## config.mk

```make
export PLATFORM = sky130hd
export DESIGN_NAME = seven_segment_command_formatter
export DESIGN_NICKNAME = d
export VERILOG_FILES = /design/src/rtl/ssc_pkg.sv /design/src/rtl/ssc_ctrl.sv /design/src/rtl/ssc_datapath.sv /design/src/rtl/seven_segment_command_formatter.sv
export VERILOG_INCLUDE_DIRS = /design/src /design/src/rtl
export SDC_FILE = /design/constraint.sdc
export NUM_CORES = 1
export LEC_CHECK = 0
export ABC_CLOCK_PERIOD_IN_PS = 20100
export BUFFER_PORTS_ARGS = -buffer_cell sky130_fd_sc_hd__buf_4
export CAP_MARGIN = 10
export CORE_AREA = 4 4 128 130
export CTS_CLUSTER_SIZE = 40
export DETAILED_ROUTE_END_ITERATION = 7
export DIE_AREA = 0 0 132 134
export PLACE_DENSITY = 0.86
export REMOVE_ABC_BUFFERS = 1
export SYNTH_ARGS = -nofsm -noshare
export SYNTH_HDL_FRONTEND = slang
export SYNTH_SLANG_ARGS = --single-unit
```

## constraint.sdc

```tcl
create_clock -name clk -period 20.1 [get_ports clk]
set_clock_uncertainty 0.2 [all_clocks]
set_input_delay 3.015 -clock clk [delete_from_list [all_inputs] [get_ports clk]]
set_output_delay 3.015 -clock clk [all_outputs]
set_load 0.02 [all_outputs]
```

## src/rtl/seven_segment_command_formatter_assert.svh

```systemverilog
// assertion macros for the formatter rtl, used by the sequencer ssc_ctrl
// needs a clk and rst_n in scope where used
`ifndef SEVEN_SEGMENT_COMMAND_FORMATTER_ASSERT_SVH
`define SEVEN_SEGMENT_COMMAND_FORMATTER_ASSERT_SVH

// same-cycle implication, disabled in reset
`define SSC_ASSERT_NOW(label, ante, cons, msg) \
    label: assert property (@(posedge clk) disable iff (!rst_n) (ante) |-> (cons)) \
        else $error(msg);

// next-cycle implication, disabled in reset
`define SSC_ASSERT_NEXT(label, ante, cons, msg) \
    label: assert property (@(posedge clk) disable iff (!rst_n) (ante) |=> (cons)) \
        else $error(msg);

`endif

```

## src/rtl/ssc_pkg.sv

```systemverilog
// shared types, constants and the digit pattern table for the formatter
// no dependencies
package ssc_pkg;

    localparam int OP_W        = 4;
    localparam int POS_W       = 3;
    localparam int VAL_W       = 16;
    localparam int BYTE_W      = 8;
    localparam int BRIGHT_W    = 4;
    localparam int S_TDATA_W   = 24;
    localparam int M_TUSER_W   = 2;
    localparam int CFG_INDEX_W = 1;
    localparam int CFG_DATA_W  = 4;

    // zero bytes sent by a clear
    localparam int CLEAR_COUNT = 6;
    // byte counter of a clear runs up to CLEAR_COUNT + 2
    localparam int CNT_W       = $clog2(CLEAR_COUNT + 3);

    localparam logic [BYTE_W-1:0] DATA_CMD_BYTE   = 8'h40;
    localparam logic [BYTE_W-1:0] ADDR_CMD_BYTE   = 8'hc0;
    localparam logic [BYTE_W-1:0] BRIGHT_CMD_BYTE = 8'h80;
    localparam logic [BYTE_W-1:0] COLON_BIT       = 8'h80;

    // n / 10 == (n * 52429) >> 19 for every 16-bit n
    localparam logic [VAL_W-1:0] DIV10_MUL   = 16'd52429;
    localparam int               DIV10_SHIFT = 19;

    typedef enum logic [OP_W-1:0] {
        OP_CLEAR      = 4'd0,
        OP_BITMAP     = 4'd1,
        OP_DIGIT      = 4'd2,
        OP_SEGMENT    = 4'd3,
        OP_DEC4       = 4'd4,
        OP_DEC2       = 4'd5,
        OP_HEX4       = 4'd6,
        OP_HEX2       = 4'd7,
        OP_BRIGHTNESS = 4'd8
    } op_t;

    typedef enum logic [CFG_INDEX_W-1:0] {
        REG_CLEAR_BRIGHTNESS = 1'b0,
        REG_COLON_ENABLE     = 1'b1
    } cfg_reg_t;

    typedef enum logic {
        ST_IDLE,
        ST_RUN
    } state_t;

    // what the datapath puts on the wire for one byte
    typedef enum logic [2:0] {
        KIND_DATA_CMD,
        KIND_CLEAR_ADDR,
        KIND_ADDR,
        KIND_PATTERN,
        KIND_ZERO,
        KIND_BRIGHT_CFG,
        KIND_BRIGHT_VAL
    } kind_t;

    typedef struct packed {
        logic        load;
        logic        emit;
        logic        step;
        kind_t       kind;
        logic        start;
        logic        stop;
        logic        last;
        logic [1:0]  widx;
        op_t         op;
    } cmd_t;

    typedef struct packed {
        logic out_free;
    } status_t;

    function automatic logic [BYTE_W-1:0] seg_pattern(input logic [3:0] digit);
        logic [BYTE_W-1:0] pat;
        case (digit)
            4'h0: pat = 8'h3f;
            4'h1: pat = 8'h06;
            4'h2: pat = 8'h5b;
            4'h3: pat = 8'h4f;
            4'h4: pat = 8'h66;
            4'h5: pat = 8'h6d;
            4'h6: pat = 8'h7d;
            4'h7: pat = 8'h07;
            4'h8: pat = 8'h7f;
            4'h9: pat = 8'h6f;
            4'ha: pat = 8'h77;
            4'hb: pat = 8'h7c;
            4'hc: pat = 8'h39;
            4'hd: pat = 8'h5e;
            4'he: pat = 8'h79;
            default: pat = 8'h71;
        endcase
        return pat;
    endfunction

endpackage

```

## src/rtl/ssc_ctrl.sv

```systemverilog
// sequencer for the formatter: walks the bytes of one command
// depends on ssc_pkg and the assertion macro header
`include "seven_segment_command_formatter_assert.svh"

module ssc_ctrl
(
    input  logic                      clk,
    input  logic                      rst_n,
    input  logic                      s_tvalid,
    output logic                      s_tready,
    input  logic [ssc_pkg::OP_W-1:0]  s_op,
    input  ssc_pkg::status_t          status,
    output ssc_pkg::cmd_t             cmd
);
    import ssc_pkg::*;

    state_t           state_reg, state_next;
    op_t              op_reg, op_next;
    logic [1:0]       phase_reg, phase_next;
    logic [1:0]       widx_reg, widx_next;
    logic [CNT_W-1:0] cnt_reg, cnt_next;
    logic [1:0]       widx_final;

    // index of the final pattern write of the command
    always_comb
    begin
        case (op_reg)
            OP_DEC4, OP_HEX4: widx_final = 2'd3;
            OP_DEC2, OP_HEX2: widx_final = 2'd1;
            default:          widx_final = 2'd0;
        endcase
    end

    always_ff @(posedge clk or negedge rst_n)
    begin
        if (!rst_n)
        begin
            state_reg <= ST_IDLE;
            op_reg    <= OP_CLEAR;
            phase_reg <= 2'd0;
            widx_reg  <= 2'd0;
            cnt_reg   <= '0;
        end
        else
        begin
            state_reg <= state_next;
            op_reg    <= op_next;
            phase_reg <= phase_next;
            widx_reg  <= widx_next;
            cnt_reg   <= cnt_next;
        end
    end

    always_comb
    begin
        state_next = state_reg;
        op_next    = op_reg;
        phase_next = phase_reg;
        widx_next  = widx_reg;
        cnt_next   = cnt_reg;
        s_tready   = 1'b0;
        cmd        = '0;
        cmd.kind   = KIND_DATA_CMD;
        cmd.op     = op_reg;
        cmd.widx   = widx_reg;

        unique case (state_reg)
            ST_IDLE:
            begin
                s_tready = 1'b1;
                if (s_tvalid)
                begin
                    cmd.load   = 1'b1;
                    cmd.op     = op_t'(s_op);
                    op_next    = op_t'(s_op);
                    phase_next = 2'd0;
                    widx_next  = 2'd0;
                    cnt_next   = '0;
                    // unknown operations are dropped here
                    if (s_op <= OP_W'(OP_BRIGHTNESS))
                        state_next = ST_RUN;
                end
            end
            ST_RUN:
            begin
                if (op_reg == OP_CLEAR)
                begin
                    if (cnt_reg == CNT_W'(0))
                    begin
                        cmd.kind  = KIND_DATA_CMD;
                        cmd.start = 1'b1;
                        cmd.stop  = 1'b1;
                    end
                    else if (cnt_reg == CNT_W'(1))
                    begin
                        cmd.kind  = KIND_CLEAR_ADDR;
                        cmd.start = 1'b1;
                    end
                    else if (cnt_reg == CNT_W'(CLEAR_COUNT + 2))
                    begin
                        cmd.kind  = KIND_BRIGHT_CFG;
                        cmd.start = 1'b1;
                        cmd.stop  = 1'b1;
                        cmd.last  = 1'b1;
                    end
                    else
                    begin
                        cmd.kind = KIND_ZERO;
                        cmd.stop = (cnt_reg == CNT_W'(CLEAR_COUNT + 1));
                    end
                end
                else if (op_reg == OP_BRIGHTNESS)
                begin
                    cmd.kind  = KIND_BRIGHT_VAL;
                    cmd.start = 1'b1;
                    cmd.stop  = 1'b1;
                    cmd.last  = 1'b1;
                end
                else
                begin
                    case (phase_reg)
                        2'd0:
                        begin
                            cmd.kind  = KIND_DATA_CMD;
                            cmd.start = 1'b1;
                            cmd.stop  = 1'b1;
                        end
                        2'd1:
                        begin
                            cmd.kind  = KIND_ADDR;
                            cmd.start = 1'b1;
                        end
                        default:
                        begin
                            cmd.kind = KIND_PATTERN;
                            cmd.stop = 1'b1;
                            cmd.step = 1'b1;
                            cmd.last = (widx_reg == widx_final);
                        end
                    endcase
                end

                cmd.emit = status.out_free;
                if (cmd.emit)
                begin
                    cnt_next = cnt_reg + CNT_W'(1);
                    if (phase_reg == 2'd2)
                    begin
                        phase_next = 2'd0;
                        widx_next  = widx_reg + 2'd1;
                    end
                    else
                    begin
                        phase_next = phase_reg + 2'd1;
                    end
                    if (cmd.last)
                        state_next = ST_IDLE;
                end
            end
        endcase
    end

    `SSC_ASSERT_NOW(a_emit_needs_room, cmd.emit, status.out_free,
        "byte issued while output register is full")
    `SSC_ASSERT_NEXT(a_last_ends_item, cmd.emit && cmd.last, state_reg == ST_IDLE,
        "sequencer kept running after the final byte")
    `SSC_ASSERT_NOW(a_two_digit_bound,
        state_reg == ST_RUN && (op_reg == OP_DEC2 || op_reg == OP_HEX2),
        widx_reg <= 2'd1, "two-digit form ran past its second write")
    `SSC_ASSERT_NOW(a_clear_bound, state_reg == ST_RUN && op_reg == OP_CLEAR,
        cnt_reg <= CNT_W'(CLEAR_COUNT + 2), "clear ran past its final byte")

endmodule

```

## src/rtl/ssc_datapath.sv

```systemverilog
// datapath: config registers, digit extraction, byte assembly, output register
// depends on ssc_pkg
module ssc_datapath
(
    input  logic                            clk,
    input  logic                            rst_n,
    input  logic                            cfg_valid,
    input  logic [ssc_pkg::CFG_INDEX_W-1:0] cfg_index,
    input  logic [ssc_pkg::CFG_DATA_W-1:0]  cfg_data,
    input  logic [ssc_pkg::POS_W-1:0]       in_position,
    input  logic [ssc_pkg::VAL_W-1:0]       in_value,
    input  ssc_pkg::cmd_t                   cmd,
    output ssc_pkg::status_t                status,
    input  logic                            m_tready,
    output logic                            m_tvalid,
    output logic [ssc_pkg::BYTE_W-1:0]      m_tdata,
    output logic [ssc_pkg::M_TUSER_W-1:0]   m_tuser,
    output logic                            m_tlast
);
    import ssc_pkg::*;

    logic [BRIGHT_W-1:0] clear_brightness_reg;
    logic                colon_enable_reg;
    logic [POS_W-1:0]    pos_reg;
    logic [VAL_W-1:0]    val_reg;
    logic [VAL_W-1:0]    work_reg;
    logic                out_valid_reg;
    logic [BYTE_W-1:0]   out_byte_reg;
    logic                out_start_reg;
    logic                out_stop_reg;
    logic                out_last_reg;

    logic [2*VAL_W-1:0]              prod;
    logic [2*VAL_W-DIV10_SHIFT-1:0]  quot;
    logic [VAL_W-1:0]                quot_x10;
    logic [3:0]                      rem;
    logic                            is_dec;
    logic [1:0]                      base;
    logic [POS_W-1:0]                addr;
    logic [BYTE_W-1:0]               pattern;
    logic [BYTE_W-1:0]               byte_val;

    // config registers
    always_ff @(posedge clk or negedge rst_n)
    begin
        if (!rst_n)
        begin
            clear_brightness_reg <= 4'hf;
            colon_enable_reg     <= 1'b0;
        end
        else if (cfg_valid)
        begin
            unique case (cfg_reg_t'(cfg_index))
                REG_CLEAR_BRIGHTNESS: clear_brightness_reg <= cfg_data;
                REG_COLON_ENABLE:     colon_enable_reg     <= cfg_data[0];
            endcase
        end
    end

    // one decimal digit off the working value per pattern write
    assign prod     = work_reg * DIV10_MUL;
    assign quot     = prod[2*VAL_W-1:DIV10_SHIFT];
    assign quot_x10 = VAL_W'({quot, 3'b000}) + VAL_W'({quot, 1'b0});
    assign rem      = 4'(work_reg - quot_x10);
    assign is_dec   = (cmd.op == OP_DEC4) || (cmd.op == OP_DEC2);

    always_ff @(posedge clk)
    begin
        if (cmd.load)
        begin
            pos_reg  <= in_position;
            val_reg  <= in_value;
            // two-digit decimal only looks at the low byte
            work_reg <= (cmd.op == OP_DEC2) ? {8'h00, in_value[7:0]} : in_value;
        end
        else if (cmd.emit && cmd.step)
        begin
            work_reg <= is_dec ? VAL_W'(quot) : (work_reg >> 4);
        end
    end

    // display address of the current write
    assign base = pos_reg[0] ? 2'd0 : 2'd2;

    always_comb
    begin
        case (cmd.op)
            OP_DEC4, OP_HEX4: addr = {1'b0, ~cmd.widx};
            OP_DEC2:
            begin
                if (pos_reg == 3'd2)
                    addr = (cmd.widx == 2'd0) ? 3'd2 : 3'd1;
                else
                    addr = (cmd.widx == 2'd0) ? {1'b0, base | 2'd1} : {1'b0, base};
            end
            OP_HEX2: addr = (cmd.widx == 2'd0) ? {1'b0, base | 2'd1} : {1'b0, base};
            default: addr = pos_reg;
        endcase
    end

    always_comb
    begin
        case (cmd.op)
            OP_BITMAP:        pattern = val_reg[7:0];
            OP_DIGIT:         pattern = seg_pattern(val_reg[3:0]);
            OP_SEGMENT:       pattern = (val_reg < VAL_W'(8))
                                        ? (8'h01 << val_reg[2:0]) : 8'h00;
            OP_DEC4, OP_DEC2: pattern = seg_pattern(rem);
            OP_HEX4, OP_HEX2: pattern = seg_pattern(work_reg[3:0]);
            default:          pattern = 8'h00;
        endcase
        // colon rides on address 1, never on a single segment
        if (addr == 3'd1 && colon_enable_reg && cmd.op != OP_SEGMENT)
            pattern = pattern | COLON_BIT;
    end

    always_comb
    begin
        unique case (cmd.kind)
            KIND_DATA_CMD:   byte_val = DATA_CMD_BYTE;
            KIND_CLEAR_ADDR: byte_val = ADDR_CMD_BYTE;
            KIND_ADDR:       byte_val = ADDR_CMD_BYTE | BYTE_W'(addr);
            KIND_PATTERN:    byte_val = pattern;
            KIND_ZERO:       byte_val = 8'h00;
            KIND_BRIGHT_CFG: byte_val = BRIGHT_CMD_BYTE | BYTE_W'(clear_brightness_reg);
            KIND_BRIGHT_VAL: byte_val = BRIGHT_CMD_BYTE | BYTE_W'(val_reg[3:0]);
            default:         byte_val = 8'h00;
        endcase
    end

    // output register
    always_ff @(posedge clk or negedge rst_n)
    begin
        if (!rst_n)
            out_valid_reg <= 1'b0;
        else if (cmd.emit)
            out_valid_reg <= 1'b1;
        else if (m_tready)
            out_valid_reg <= 1'b0;
    end

    always_ff @(posedge clk)
    begin
        if (cmd.emit)
        begin
            out_byte_reg  <= byte_val;
            out_start_reg <= cmd.start;
            out_stop_reg  <= cmd.stop;
            out_last_reg  <= cmd.last;
        end
    end

    assign status.out_free = !out_valid_reg || m_tready;
    assign m_tvalid = out_valid_reg;
    assign m_tdata  = out_byte_reg;
    assign m_tuser  = {out_stop_reg, out_start_reg};
    assign m_tlast  = out_last_reg;

endmodule

```

## src/rtl/seven_segment_command_formatter.sv

```systemverilog
// the first byte of a command is registered once the sequencer has entered its run state
// and the output register is free; throughput: one byte per cycle while the output is taken;
//   an item holds the sequencer until its final byte is issued: clear 9 bytes, brightness 1,
//   one write 3, two-digit forms 6, four-digit forms 12; unknown operations send no bytes
// the sequencer emits at most one byte per cycle into a single output register
// reset: asynchronous active low; clears brightness to 15 and colon off, idles
module seven_segment_command_formatter
(
    input  logic                            clk,
    input  logic                            rst_n,
    // command items
    input  logic                            s_tvalid,
    output logic                            s_tready,
    input  logic [ssc_pkg::S_TDATA_W-1:0]   s_tdata,   // operation[3:0], position[6:4],
                                                       // value[22:7], zero pad[23]
    // frame bytes
    output logic                            m_tvalid,
    input  logic                            m_tready,
    output logic [ssc_pkg::BYTE_W-1:0]      m_tdata,   // frame_byte[7:0]
    output logic [ssc_pkg::M_TUSER_W-1:0]   m_tuser,   // start_before[0], stop_after[1]
    output logic                            m_tlast,   // last byte of the command
    // register writes
    input  logic                            cfg_valid,
    output logic                            cfg_ready,
    input  logic [ssc_pkg::CFG_INDEX_W-1:0] cfg_index,
    input  logic [ssc_pkg::CFG_DATA_W-1:0]  cfg_data
);
    import ssc_pkg::*;

    cmd_t    cmd;
    status_t status;

    // registers are always writable; writes are expected only while idle
    assign cfg_ready = 1'b1;

    // controller: accepts an item, then steps through its bytes
    ssc_ctrl u_ctrl
    (
        .clk      (clk),
        .rst_n    (rst_n),
        .s_tvalid (s_tvalid),
        .s_tready (s_tready),
        .s_op     (s_tdata[3:0]),
        .status   (status),
        .cmd      (cmd)
    );

    // datapath: holds the item, extracts digits, builds and registers bytes
    ssc_datapath u_datapath
    (
        .clk         (clk),
        .rst_n       (rst_n),
        .cfg_valid   (cfg_valid),
        .cfg_index   (cfg_index),
        .cfg_data    (cfg_data),
        .in_position (s_tdata[6:4]),
        .in_value    (s_tdata[22:7]),
        .cmd         (cmd),
        .status      (status),
        .m_tready    (m_tready),
        .m_tvalid    (m_tvalid),
        .m_tdata     (m_tdata),
        .m_tuser     (m_tuser),
        .m_tlast     (m_tlast)
    );

endmodule

```

# == Yosys cells after proc, flatten, opt, wreduce, memory -nomap -nowiden ==
# Memories as Yosys holds them, arrays and structs flattened. A register that Yosys moved wholly into a read port is not among the register bits.
# Cells that the tools add are included.
# totals
register_bits,65
romBits,336
in_bits,34
out_inout_bits,14
word_cells,138
n_memories,3
# memory_table
name,words,width,read_ports,rd_clocked_by_memory_dff,wr,line_no,rtl
(no name shown),16,7,1,1,0,ssc_pkg.sv:80,case (digit)
(no name shown),16,7,1,0,0,ssc_pkg.sv:80,
(no name shown),16,7,1,1,0,ssc_pkg.sv:80,
# classes
add_sub_neg,5
multipliers,1
magnitude_cmp,2
n_eq_ne,29
shifts,1
n_mux,56
bitwise,3
reduce_logical,23
# ops
operator,count
$mux W16,3
$pmux W8 S6,1
$pmux W8 S5,1
$eq A4 B3 Y1 const B,9
$mul A16 B16 Y32 const B,1
$mux W4,7
$mux W8,3
$mux W1,20
$mux W2,9
$mux W6,3
$lt A16 B4 Y1 const B,1
$pmux W2 S2,4
$mux W13,1
$reduce_or A2 Y1,6
$eq A3 B2 Y1 const B,3
$pmux W3 S3,1
$eq A4 B1 Y1 const B,2
$eq A4 B2 Y1 const B,2
$eq A4 B4 Y1 const B,2
$logic_not A4 Y1,2
$pmux W4 S2,1
$shl A1 B3 Y8 const A,1
$eq A3 B1 Y1 const B,2
$eq A3 B3 Y1 const B,2
23 further kinds,33

# == Longest topological paths before layout ==
# depth
word_depth,13
depth_mapped,28
mapped_depth_nobuf,27

# == Modules after synthesis ==
# A second synthesis with hierarchy kept.
# unflattened
hier_cells,892
hier_area_um2,8987.4
# modules_own_cells
module,n_inst,cells_per_inst,area_each_um2,seq_area_each_um2
ssc_datapath,1,801,8199.1,1816.7
ssc_ctrl,1,89,777.0,325.3
seven_segment_command_formatter,1,2,11.3,0.0

# == Least setup slack after synthesis ==
# No wires, ideal clock.
# synth_path
kind,register to register
from,register u_datapath.work_reg[1]
to,"register u_datapath.out_byte_reg[1], in the netlist u_datapath.m_tdata[1], data pin"
setup_time_ps,262
arrival_ps,6647
t_required_ps,19638
path_slack_ps,12991
stages_incl_launch_ff,27
path_buffers,1
period_less_slack_ps,7109
path_cell_list,edfxtp_1 > ha_1 > inv_1 > ha_1 > inv_1 > fa_1 > inv_1 > fa_1 > fa_1 > inv_1 > fa_1 > inv_1 > ha_1 > or4_4 > a211oi_4 > a211oi_2 > o21ai_0 > a21oi_1 > ha_1 > xnor2_1 > xnor2_1 > xnor2_1 > xnor2_4 > buf_6 > mux2_2 > o21ai_0 > nand2_1
# synth_between
elab_chain_len,7
# synth_lines
item,line_no,rtl
start: declaration,ssc_datapath.sv:26,logic [VAL_W-1:0] work_reg;
start signal: assignment,ssc_datapath.sv:74,"work_reg <= (cmd.op == OP_DEC2) ? {8'h00, in_value[7:0]} : in_value;"
start signal: assignment,ssc_datapath.sv:78,work_reg <= is_dec ? VAL_W'(quot) : (work_reg >> 4);
$mul A16 B16 Y32,ssc_datapath.sv:61,assign prod = work_reg * DIV10_MUL;
$add A4 B4 Y4,ssc_datapath.sv:63,"assign quot_x10 = VAL_W'({quot, 3'b000}) + VAL_W'({quot, 1'b0});"
$sub A4 B4 Y4 (*),ssc_datapath.sv:64,assign rem = 4'(work_reg - quot_x10);
$mem_v2 Z16 W7 (*),-,
$pmux W8 S5 (*),ssc_datapath.sv:103,case (cmd.op)
$mux W8 (*),ssc_datapath.sv:113,if (addr == 3'd1 && colon_enable_reg && cmd.op != OP_SEGMENT)
$pmux W8 S6 (*),ssc_datapath.sv:119,unique case (cmd.kind)
via u_datapath.byte_val[1],ssc_datapath.sv:41,logic [BYTE_W-1:0] byte_val;
end signal: assignment,ssc_datapath.sv:146,out_byte_reg <= byte_val;
end: declaration,ssc_datapath.sv:28,logic [BYTE_W-1:0] out_byte_reg;
# The timed path passes the listed nets; every way through them passes the cells marked *.
# A chain may end at the register's enable or synchronous reset.

# == Worst setup path after layout ==
# layout_path
from,register u_datapath.work_reg[0]
to,"register u_datapath.out_byte_reg[6], in the netlist u_datapath.m_tdata[6], data pin"
# Same word-level chain as after synthesis.

==> out/summary.md <==
- outcome: finished, final reports clean
- clock period minus final worst setup slack: 8030 ps
- met3 layer wire length in the routed design: 1590 um
- CTS resizes: 0
- number of buffers added by the clock tree synthesis step: 9
- Bufs and invs on worst path: 6
- floorplan die width: 132 um
- number of setup violations in the final report: 0
- Worst-path clk slew: 60 ps
- hold-critical path depth: 1
- mean instance size in the synthesized netlist: 10.0 um^2
- Crit path required time: 20100 ps
- number of buffers added on ports: 45
- max-slew headroom at the worst pin: 21.4%
- Skew-Pair Late Insertion Delay: 340 ps
- hold violation count in the final report: 0
- number of max-cap violations: 0
- DRC violation count after routing: 0
- ports placed on the boundary: 48
- overall routing resource usage: 24.7%
- Core Box Area: 0.0151 mm^2
- effective utilization at floorplan: 59.1%
- highest routed metal layer: met4
- Synth Flop Type: sky130_fd_sc_hd__edfxtp_1
- total number of vias: 6736
- Congestion Overflow GR: 0
- proportion of synthesized flip-flops having asynchronous set or reset: 24.1%
- H-Tree Depth: 3
- share of the clock period used by the worst path after layout: 39.9%
- Worst setup EP type: flip-flop
- routed length on met1: 8520 um
- nets@finish: 1207
- number of buffers inserted to repair setup after CTS: 0
- cell area after technology mapping: 0.00896 mm^2
- die area: 0.0177 mm^2
- met2 routed wirelength: 10100 um
- Total Wirelength: 20900 um
- proportion of layout cells with a drive suffix above 1: 10.4%
- routed length per placed instance: 18.5 um
- gate count after technology mapping: 896
- top cell family by delay on the critical path: adder cells
- vias per inst: 5.97
- vias in the first global route: 7040
- Critical Path Stages: 26
- Achievable Freq: 125 MHz
- category of the critical setup timing path: flip-flop to flip-flop
- Warnings, synthesis: 0
- crit start category: flip-flop
- CP max stage cell: sky130_fd_sc_hd__fa_1
- half-perimeter wire length after placement: 16900 um
- max-slew violation total from the final report: 0
- post-synthesis to final-layout area growth: 9.22%
- largest net degree at the start of global routing: 41
- clk sinks: 79
- Cell variety after synth: 74
- Max Root-Sink Buffers: 2
- placer congestion estimate: 0.963
- global-route wire length before repair: 35100 um
- number of rows in the core area: 45
- unrepaired setup endpoints after global routing: false
- cell count of the worst reg-to-reg path: 26
- buffer cell driving the clock tree root: sky130_fd_sc_hd__clkbuf_16
- post-synthesis sequential area ratio: 23.9%
- delay of the slowest cell on the worst path: 580 ps
- Die Span Y: 134 um
- class of the most critical hold timing path: flip-flop to flip-flop
- total of flip-flops plus latches after synthesis: 79
- number of antenna violations at the first check in global routing: 0
- ANT nets after route: 0
- Most common cell on crit path: sky130_fd_sc_hd__inv_1
- number of enable flip-flop cells after synthesis: 46
- number of diodes: 0
- cts hold-fix bufs: 0
- Crit path arrival time: 8030 ps
- Slew @ Worst Pin: 1170 ps
- CTS tree: done
- number of DRC markers in iteration 0: 595
- Setup TNS: 0 ps
- DR pass1 iterations: 6
- critical-path maximum fanout: 14
## final cells by class
type,instances,area [um^2]
multi-input cells,622,6070
fillers,1151,5360
flip-flops and latches,79,2140
inverters,176,661
repair buffers,48,360
clock buffers,11,253
well taps,188,235
clock inverters,5,65.1
## cell usage in the layout (no fill, tap or decap), types with 8 or more instances in the layout
cell type	synthesis	layout
sky130_fd_sc_hd__dfxtp_1	14	14
sky130_fd_sc_hd__edfxtp_1	46	46
sky130_fd_sc_hd__xnor2_1	18	18
sky130_fd_sc_hd__dfrtp_1	15	15
sky130_fd_sc_hd__ha_1	157	157
sky130_fd_sc_hd__a21oi_1	36	36
sky130_fd_sc_hd__clkbuf_16	0	9
sky130_fd_sc_hd__a21o_1	12	12
sky130_fd_sc_hd__nand3_1	17	17
sky130_fd_sc_hd__nor2b_1	8	8
sky130_fd_sc_hd__nor3_1	13	13
sky130_fd_sc_hd__fa_1	80	80
sky130_fd_sc_hd__nand2_1	59	59
sky130_fd_sc_hd__inv_1	176	176
sky130_fd_sc_hd__buf_4	3	48
sky130_fd_sc_hd__mux2i_1	16	16
sky130_fd_sc_hd__mux2_2	11	11
sky130_fd_sc_hd__o21ai_0	25	25
sky130_fd_sc_hd__nor2_1	34	34
## logic make-up (layout without fill, tap and decap cells)
kind of cell               Yosys count  after routing  share of synthesized area (%)
AOI/OAI and AO/OA                  149            149                           11.7
xor gates and xnor gates            26             26                           2.75
adders and majority gates          237            237                           39.8
buffers and inverters              195            240                           8.40
DFF                                 79             79                           23.9
muxes                               28             28                           3.30
other                                1              1                         0.0419
and+or+nand+nor                    181            181                           10.0
## per-layer routing
| metal | global-route usage (%) | up-vias |
|---|---|---|
| met5 | 0 | - |
| met4 | 8.58 | 0 |
| met3 | 6.00 | 58 |
| met2 | 41.7 | 265 |
| met1 | 31.1 | 3262 |
| li1 | - | 3151 |
## synth_stat cells (all sizes together), types with 4 or more instances
| library cell | number | area share (%) |
|---|---|---|
| inv | 176 | 7.4 |
| o31ai | 6 | 0.50 |
| nand4 | 7 | 0.49 |
| mux2i | 16 | 1.8 |
| dfxtp | 14 | 3.1 |
| a222oi | 7 | 0.78 |
| or3 | 7 | 0.52 |
| dfrtp | 15 | 4.2 |
| and2 | 7 | 0.49 |
| fa | 80 | 18 |
| a21boi | 4 | 0.34 |
| mux2 | 12 | 1.5 |
| clkbuf | 11 | 0.46 |
| a221oi | 4 | 0.39 |
| a211oi | 6 | 0.75 |
| o21ai | 27 | 1.5 |
| nand3 | 19 | 1.2 |
| nor3 | 13 | 0.73 |
| nor2b | 8 | 0.56 |
| o211ai | 6 | 0.50 |
| a22oi | 5 | 0.42 |
| nor2 | 34 | 1.4 |
| a21o | 13 | 1.1 |
| nand2 | 59 | 2.5 |
| edfxtp | 46 | 15 |
| buf | 8 | 0.56 |
| xnor2 | 19 | 2.1 |
| ha | 157 | 22 |
| a31oi | 7 | 0.49 |
| a21oi | 36 | 2.0 |
| dfstp | 4 | 1.2 |
| and3 | 7 | 0.50 |
| xor2 | 7 | 0.68 |
| a32oi | 5 | 0.49 |
## path summary, 6_finish.rpt
path | from | endpoint | slack [ps]
min | u_ctrl.phase_reg[0] | u_ctrl.phase_reg[0] | 350
min in group asynchronous | rst_n | u_ctrl.cnt_reg[1] | 2340
max | u_datapath.work_reg[0] | u_datapath.m_tdata[6] | 12070
min reg2reg | u_ctrl.phase_reg[0] | u_ctrl.phase_reg[0] | 350
max in group asynchronous | rst_n | u_datapath.clear_brightness_reg[1] | 17100
max reg2reg | u_datapath.work_reg[0] | u_datapath.m_tdata[6] | 12070
## worst reg2reg max path, cell delays in order (launching register included)
cell                       delay (ps)
sky130_fd_sc_hd__edfxtp_1         550
sky130_fd_sc_hd__inv_1             90
sky130_fd_sc_hd__ha_1             320
sky130_fd_sc_hd__inv_1             90
sky130_fd_sc_hd__ha_1             290
sky130_fd_sc_hd__inv_1             50
sky130_fd_sc_hd__fa_1             580
sky130_fd_sc_hd__inv_1             70
sky130_fd_sc_hd__fa_1             510
sky130_fd_sc_hd__fa_1             550
sky130_fd_sc_hd__inv_1             60
sky130_fd_sc_hd__fa_1             530
sky130_fd_sc_hd__inv_1             50
sky130_fd_sc_hd__ha_1             260
sky130_fd_sc_hd__or4_4            550
sky130_fd_sc_hd__a211oi_4         310
sky130_fd_sc_hd__a211oi_2         150
sky130_fd_sc_hd__o21ai_0          430
sky130_fd_sc_hd__a21oi_1          170
sky130_fd_sc_hd__ha_1             230
sky130_fd_sc_hd__xnor2_1          180
sky130_fd_sc_hd__xnor2_1          170
sky130_fd_sc_hd__xnor2_1          180
sky130_fd_sc_hd__xnor2_4          450
sky130_fd_sc_hd__mux2_1           380
sky130_fd_sc_hd__a221oi_1         330
sky130_fd_sc_hd__a211o_1          170
## per-stage QoR
| stage | hold slack (ps) | std cells | utilization [%] | setup WS, ps | cell area [um^2] |
|---|---|---|---|---|---|
| after floorplan | 279 | 877 | - | 12990 | 8860 |
| after global placement | 316 | 1113 | 62.5 | 12300 | 9460 |
| after detailed placement | 334 | 1113 | 62.5 | 12110 | 9460 |
| after CTS | 345 | 1129 | 64.6 | 12070 | 9780 |
| after global routing | 379 | 1129 | 64.6 | 11670 | 9780 |
| final | 346 | 1129 | 64.6 | 12070 | 9780 |
Power is not shown: default switching activity piles up to over one toggle a cycle in this logic, so the estimate is an artifact.
